===== config.mk =====
export PLATFORM = sky130hd
export DESIGN_NAME = klc_div
export DESIGN_NICKNAME = d
export VERILOG_FILES = /design/src/rtl/klc_pkg.sv /design/src/rtl/klc_div.sv
export SDC_FILE = /design/constraint.sdc
export NUM_CORES = 1
export LEC_CHECK = 0
export CAP_MARGIN = 25
export CORE_MARGIN = 3
export CORE_UTILIZATION = 30
export CTS_CLUSTER_DIAMETER = 40
export DETAILED_ROUTE_END_ITERATION = 10
export DONT_BUFFER_PORTS = 1
export HOLD_SLACK_MARGIN = 0.05
export REMOVE_ABC_BUFFERS = 1
export SETUP_SLACK_MARGIN = 0.2
export SKIP_CTS_REPAIR_TIMING = 1
export SLEW_MARGIN = 20
export SYNTH_ARGS = -nofsm -noshare
export SYNTH_HDL_FRONTEND = slang
export SYNTH_SLANG_ARGS = --single-unit

===== constraint.sdc =====
create_clock -name clk -period 5.8 [get_ports clk]
set_input_delay 0.29 -clock clk [delete_from_list [all_inputs] [get_ports clk]]
set_output_delay 0.29 -clock clk [all_outputs]
set_load 0.01 [all_outputs]

===== src/rtl/klc_pkg.sv =====
package klc_pkg;

    localparam int MAX_KEYS = 16;
    localparam int IDX_W    = $clog2(MAX_KEYS);
    localparam int CNT_W    = $clog2(MAX_KEYS + 1);
    localparam int TIME_W   = 17;
    localparam int VAL_W    = 32;
    localparam int KEY_W    = TIME_W + 2 * VAL_W;

    localparam logic [TIME_W-1:0] TIME_ONE = 17'd65536;
    localparam logic [VAL_W-1:0]  VAL_ONE  = 32'sd65536;
    localparam logic [VAL_W-1:0]  VAL_MONE = -32'sd65536;

    localparam logic [1:0] CMD_INSERT = 2'd0;
    localparam logic [1:0] CMD_EVAL   = 2'd1;
    localparam logic [1:0] CMD_REMOVE = 2'd2;
    localparam logic [1:0] CMD_RESET  = 2'd3;

    localparam logic [1:0] ST_OK    = 2'd0;
    localparam logic [1:0] ST_RANGE = 2'd1;
    localparam logic [1:0] ST_FULL  = 2'd2;
    localparam logic [1:0] ST_INDEX = 2'd3;

    typedef struct packed {
        logic          start;
        logic [63:0]   dividend;
        logic [17:0]   divisor;
    } div_req_t;

    typedef struct packed {
        logic          done;
        logic [63:0]   quotient;
    } div_rsp_t;

endpackage


===== src/rtl/klc_div.sv =====
module klc_div
(
    input  logic              clk,
    input  logic              rst_n,
    input  klc_pkg::div_req_t req,
    output klc_pkg::div_rsp_t rsp
);

    logic [63:0] quot_reg, quot_next;
    logic [17:0] rem_reg, rem_next;
    logic [17:0] dvs_reg, dvs_next;
    logic [6:0]  cnt_reg, cnt_next;
    logic        busy_reg, busy_next;
    logic        done_reg, done_next;
    logic        neg_reg, neg_next;
    logic [18:0] trial;
    logic [63:0] mag;

    always_comb
    begin
        mag        = req.dividend[63] ? (~req.dividend + 64'd1) : req.dividend;
        quot_next  = quot_reg;
        rem_next   = rem_reg;
        dvs_next   = dvs_reg;
        cnt_next   = cnt_reg;
        busy_next  = busy_reg;
        neg_next   = neg_reg;
        done_next  = 1'b0;
        trial      = {rem_reg, quot_reg[63]} - {1'b0, dvs_reg};
        if (req.start)
        begin
            quot_next = mag;
            rem_next  = '0;
            dvs_next  = req.divisor;
            cnt_next  = 7'd64;
            busy_next = 1'b1;
            neg_next  = req.dividend[63];
        end
        else if (busy_reg)
        begin
            if (!trial[18])
            begin
                rem_next  = trial[17:0];
                quot_next = {quot_reg[62:0], 1'b1};
            end
            else
            begin
                rem_next  = {rem_reg[16:0], quot_reg[63]};
                quot_next = {quot_reg[62:0], 1'b0};
            end
            cnt_next = cnt_reg - 7'd1;
            if (cnt_reg == 7'd1)
            begin
                busy_next = 1'b0;
                done_next = 1'b1;
            end
        end
    end

    always_ff @(posedge clk or negedge rst_n)
    begin
        if (!rst_n)
        begin
            busy_reg <= 1'b0;
            done_reg <= 1'b0;
            cnt_reg  <= '0;
        end
        else
        begin
            busy_reg <= busy_next;
            done_reg <= done_next;
            cnt_reg  <= cnt_next;
        end
    end

    always_ff @(posedge clk)
    begin
        quot_reg <= quot_next;
        rem_reg  <= rem_next;
        dvs_reg  <= dvs_next;
        neg_reg  <= neg_next;
    end

    assign rsp.done     = done_reg;
    assign rsp.quotient = neg_reg ? (~quot_reg + 64'd1) : quot_reg;

endmodule


== Yosys cells after proc, flatten, opt, wreduce, memory -nomap -nowiden ==
Index checks and enable logic that the tools add are counted.

* Bits in registers: 110
* Input port bits: 85
* Logic and storage cells: 29

* Add/subtract/negate cells: 4
* Equal/unequal tests: 1
* Mux-type cells: 14
* Bitwise logic cells: 2
* Reduce and logical (&&, ||, !) cells: 1

{| class="wikitable"
|+ Operators by type and width
! operator !! count
|-
| 2-to-1 mux 64 bit || 4
|-
| adder 64 x 1 -> 64 bit, second input constant || 2
|-
| inverter 64 bit || 2
|-
| subtractor 19 x 18 -> 19 bit || 1
|-
| 2-to-1 mux 18 bit || 1
|-
| 2-to-1 mux 7 bit || 2
|-
| equality test 7 x 1 -> 1 bit, second input constant || 1
|-
| 2-to-1 mux 1 bit || 7
|-
| subtractor 7 x 1 -> 7 bit, second input constant || 1
|-
| nonzero test 2 bit || 1
|}

== Logic depth before layout (Yosys ltp) ==
* Depth after elaboration: 4
* Mapped depth: 13

== Least setup slack after synthesis ==
OpenSTA, ideal clock, no wires.

* Path type: register to output
* From: register quot_reg[40]
* To: output port rsp[57] (netlist name)
* Arrival: 2.612 ns
* Path slack: 2.898 ns
* Cell stages (with the launch flop): 8
* Buffers on the path: 1
* Cells stage by stage: edfxtp_1 or4_1 or3_1 or3_1 clkbuf_1 or3_1 o31ai_1 xnor2_1

{| class="wikitable"
|+ RTL lines
! what !! RTL line !! text
|-
| from (decl) || klc_div.sv:9 || <nowiki>logic [63:0] quot_reg, quot_next;</nowiki>
|-
| from (signal assigned) || klc_div.sv:78 || <nowiki>quot_reg <= quot_next;</nowiki>
|-
| to (decl) || klc_div.sv:6 || <nowiki>output klc_pkg::div_rsp_t rsp</nowiki>
|}

==> results.py <==
metrics = {
    "cells_and_area": {
        "finalNetCount": 1049,
        "drive_above_1_share": 0.0666,
        "area_delta_synth_final_pct": 9.54,
        "diodes": 0,
        "finalNonFillerCells": 1318,
        "n_fill_cell": 2855,
        "largest_register_ffs": 64,
    },
    "power": {
        "switchingPower_w": 0.00107,
        "power_frac_clock": 0.221,
        "peakVddDrop_mv": 0.136,
        "swShare": 0.380,
        "combPwrFrac": 0.363,
        "p_int_w": 0.00174,
        "p_leak_nw": 3.15,
        "powerDensity_nw_per_um2": 306,
        "pwr-share-seq": 0.416,
    },
    "route": {
        "drc_errors": 0,
        "num_vias": 7117,
        "initialDrtViolationCount": 635,
        "wl_um": 25700,
        "ant_nets": 0,
        "vias_per_cell": 5.40,
        "wire_per_inst_um": 19.5,
        "first_pass_iters": 5,
    },
    "sta": {
        "finalSetupTns_ps": 0,
        "period_needed_ps": 3860,
        "fmax_ghz": 0.259,
        "rsz0062_at_grt": "false",
        "slew_headroom": 0.309,
        "timing.final.crit_share": 0.666,
        "report.final.slew_viol_count": 0,
        "tightestPinTransition_ps": 1030,
        "setup_viol": 0,
        "final-hold-violation-count": 0,
        "skew_ps": 14.3,
    },
    "floorplanning": {
        "core_um2": 27200,
        "ioPinCount": 150,
        "die_w_um": 173,
        "start_util": 0.308,
        "die-area_um2": 29900,
        "rows": 60,
        "die_h_um": 173,
    },
    "logic_synthesis": {
        "ys_ff_latch": 110,
        "syn-cell-area_um2": 8370,
        "synth_edf_count": 83,
        "avgSynthCellArea_um2": 8.80,
        "synthFlopType": "edfxtp_1",
        "synth_warnings": 0,
        "syn_inst": 951,
        "ys_seq_area_frac": 0.368,
        "ys_async_sr_fraction": 0.0818,
        "synthTopCellsByCount": "nor2_1, xnor2_1, nand2_1",
        "yosysMostFrequentCell": "nor2_1",
        "yosys-top-cells-area": "edfxtp_1, xnor2_1, xor2_1",
        "yosys.area.top_type": "edfxtp_1",
        "yosysTopAreaCellShare": 0.298,
        "ys_types": 67,
    },
    "worst_setup_path": {
        "worst_setup_path_end_kind": "output pin",
        "path_class": "reg -> out",
        "arrival_ps": 3570,
        "critPathLaunchType": "flip-flop",
        "critPathRequiredTime_ps": 5510,
        "worstReg2RegStart": "quot_reg[63]$_DFFE_PP_",
        "crit_path_max_fanout": 8,
        "startpoint": "quot_reg[5]$_DFFE_PP_",
    },
    "global_routing": {
        "grt_pass1_wl_um": 39100,
        "grt-ovfl-total": 0,
        "grt_pass1_vias": 6594,
        "grt_max_degree": 159,
        "track_usage": 0.164,
        "antenna_found_initial": 0,
    },
    "placement": {
        "dp.final_hpwl_um": 18800,
        "place.gp.congestion": 0.895,
        "io_buffers": 0,
        "place_inst": 1280,
    },
    "clock_network": {
        "htree_levels": 3,
        "clk_latency_ps": 380,
        "cts.sinks": 110,
        "cts.clk_slew.worst_paths_ps": 80,
        "cts_tree": "done",
        "clockBufferDepth": 2,
        "root_buffer": "clkbuf_16",
        "cts_inserted_buffers": 9,
    },
    "job": {
        "cap_violations": 0,
    },
    "outcome": {
        "outcome": "finished clean",
    },
    "min_path": {
        "hold_start": "req[82]",
        "hp-class": "in -> reg",
    },
}
[critical path, cell delays in order, from the launching register on]
cell      delay (ps)
edfxtp_1         450
or4_1            620
and4b_1          400
nand4_1          250
or2_1            450
or3_1            450
o31ai_1          320
xnor2_1          250
[final timing paths]
check | to | slack [ps] | cells after the start
min in group asynchronous | cnt_reg[3]$_DFFE_PN0P_ | 290 | 1
setup / recovery | rsp[63] | 1940 | 7
max in group asynchronous | cnt_reg[6]$_DFFE_PN0P_ | 5220 | 1
hold reg to reg | rem_reg[13]$_SDFFE_PP0P_ | 500 | 2
setup reg to reg | rem_reg[8]$_SDFFE_PP0P_ | 2340 | 12
hold / removal | busy_reg$_DFF_PN0_ | 70 | 1
[cells in the final DEF (no fill, tap or decap), drive strengths merged, types with 3 or more instances in the layout]
cell | Yosys | final
xor2 | 54 | 54
mux2i | 5 | 5
nand3b | 6 | 6
buf | 12 | 7
nor4b | 3 | 3
or2 | 11 | 11
edfxtp | 83 | 83
mux2 | 13 | 13
nand3 | 27 | 27
or3 | 24 | 24
a211oi | 4 | 4
a21oi | 73 | 73
nor3 | 22 | 22
nand2 | 85 | 85
nor4 | 12 | 12
and4 | 3 | 3
o311ai | 3 | 3
nand4 | 14 | 14
nor2 | 112 | 112
nor3b | 3 | 3
o21a | 4 | 4
inv | 31 | 33
a21o | 9 | 9
dlygate4sd3 | 0 | 22
nand2b | 12 | 12
a311oi | 12 | 12
xnor2 | 90 | 90
dfxtp | 18 | 18
clkinv | 0 | 4
ha | 22 | 22
o41ai | 13 | 13
o21ai | 47 | 47
clkbuf | 38 | 10
o31ai | 35 | 35
dfrtp | 9 | 9
o211ai | 4 | 4
or4 | 12 | 12
[logic make-up (layout without fill, tap and decap cells)]
family | after synthesis | in the layout | share of synthesized area
buffers and inverters | 81 | 76 | 0.0416
multiplexers | 18 | 18 | 0.0239
AO/OA/AOI/OAI | 219 | 219 | 0.168
XOR/XNOR | 144 | 144 | 0.151
AND/OR/NAND/NOR | 356 | 356 | 0.212
adder cells (fa/ha/maj) | 23 | 23 | 0.0353
flip-flops | 110 | 110 | 0.368
[power groups by stage]
| stage | registers, W | logic, W | clock network [W] |
|---|---|---|---|
| 5_1_grt | 0.00119 | 0.00113 | 0.000675 |
| 4_1_cts | 0.00117 | 0.00101 | 0.000651 |
| 6_report | 0.00117 | 0.00102 | 0.000620 |
| 3_5_place_dp | 0.00118 | 0.00100 | 0 |
| 2_1_floorplan | 0.00115 | 0.000774 | 0 |
| 3_3_place_gp | 0.00118 | 0.000993 | 0 |
[cell type report]
cell class / count / area [µm²] / share of cell area
Inverter: 31 / 116 / 0.0127
Tap cell: 372 / 465 / 0.0508
Clock buffer: 10 / 229 / 0.0250
Timing Repair Buffer: 29 / 273 / 0.0298
Sequential cell: 110 / 3080 / 0.336
Clock inverter: 6 / 55.1 / 0.00601
Multi-Input combinational cell: 760 / 4950 / 0.540
[routing by layer]
layer  wire (µm)  vias up  track usage
li1            -     3439            -
met3        2130       28       0.0496
met1       11300     3392        0.214
met2       11900      258        0.266
met5           0        -            0
met4         397        0       0.0402
[per-stage QoR]
stage	hold WS, ps	cell area, µm²	utilization	worst slack, ps	total power (W)
2_1_floorplan	-5.59	8140	-	2670	0.00192
3_3_place_gp	-4.99	8650	0.318	2290	0.00217
3_5_place_dp	-5.02	8660	0.319	2330	0.00218
4_1_cts	-406	8940	0.329	1920	0.00282
5_1_grt	60.6	9170	0.337	1760	0.00300
6_report	71.8	9170	0.337	1940	0.00280
(Power assumes the default switching activity.)
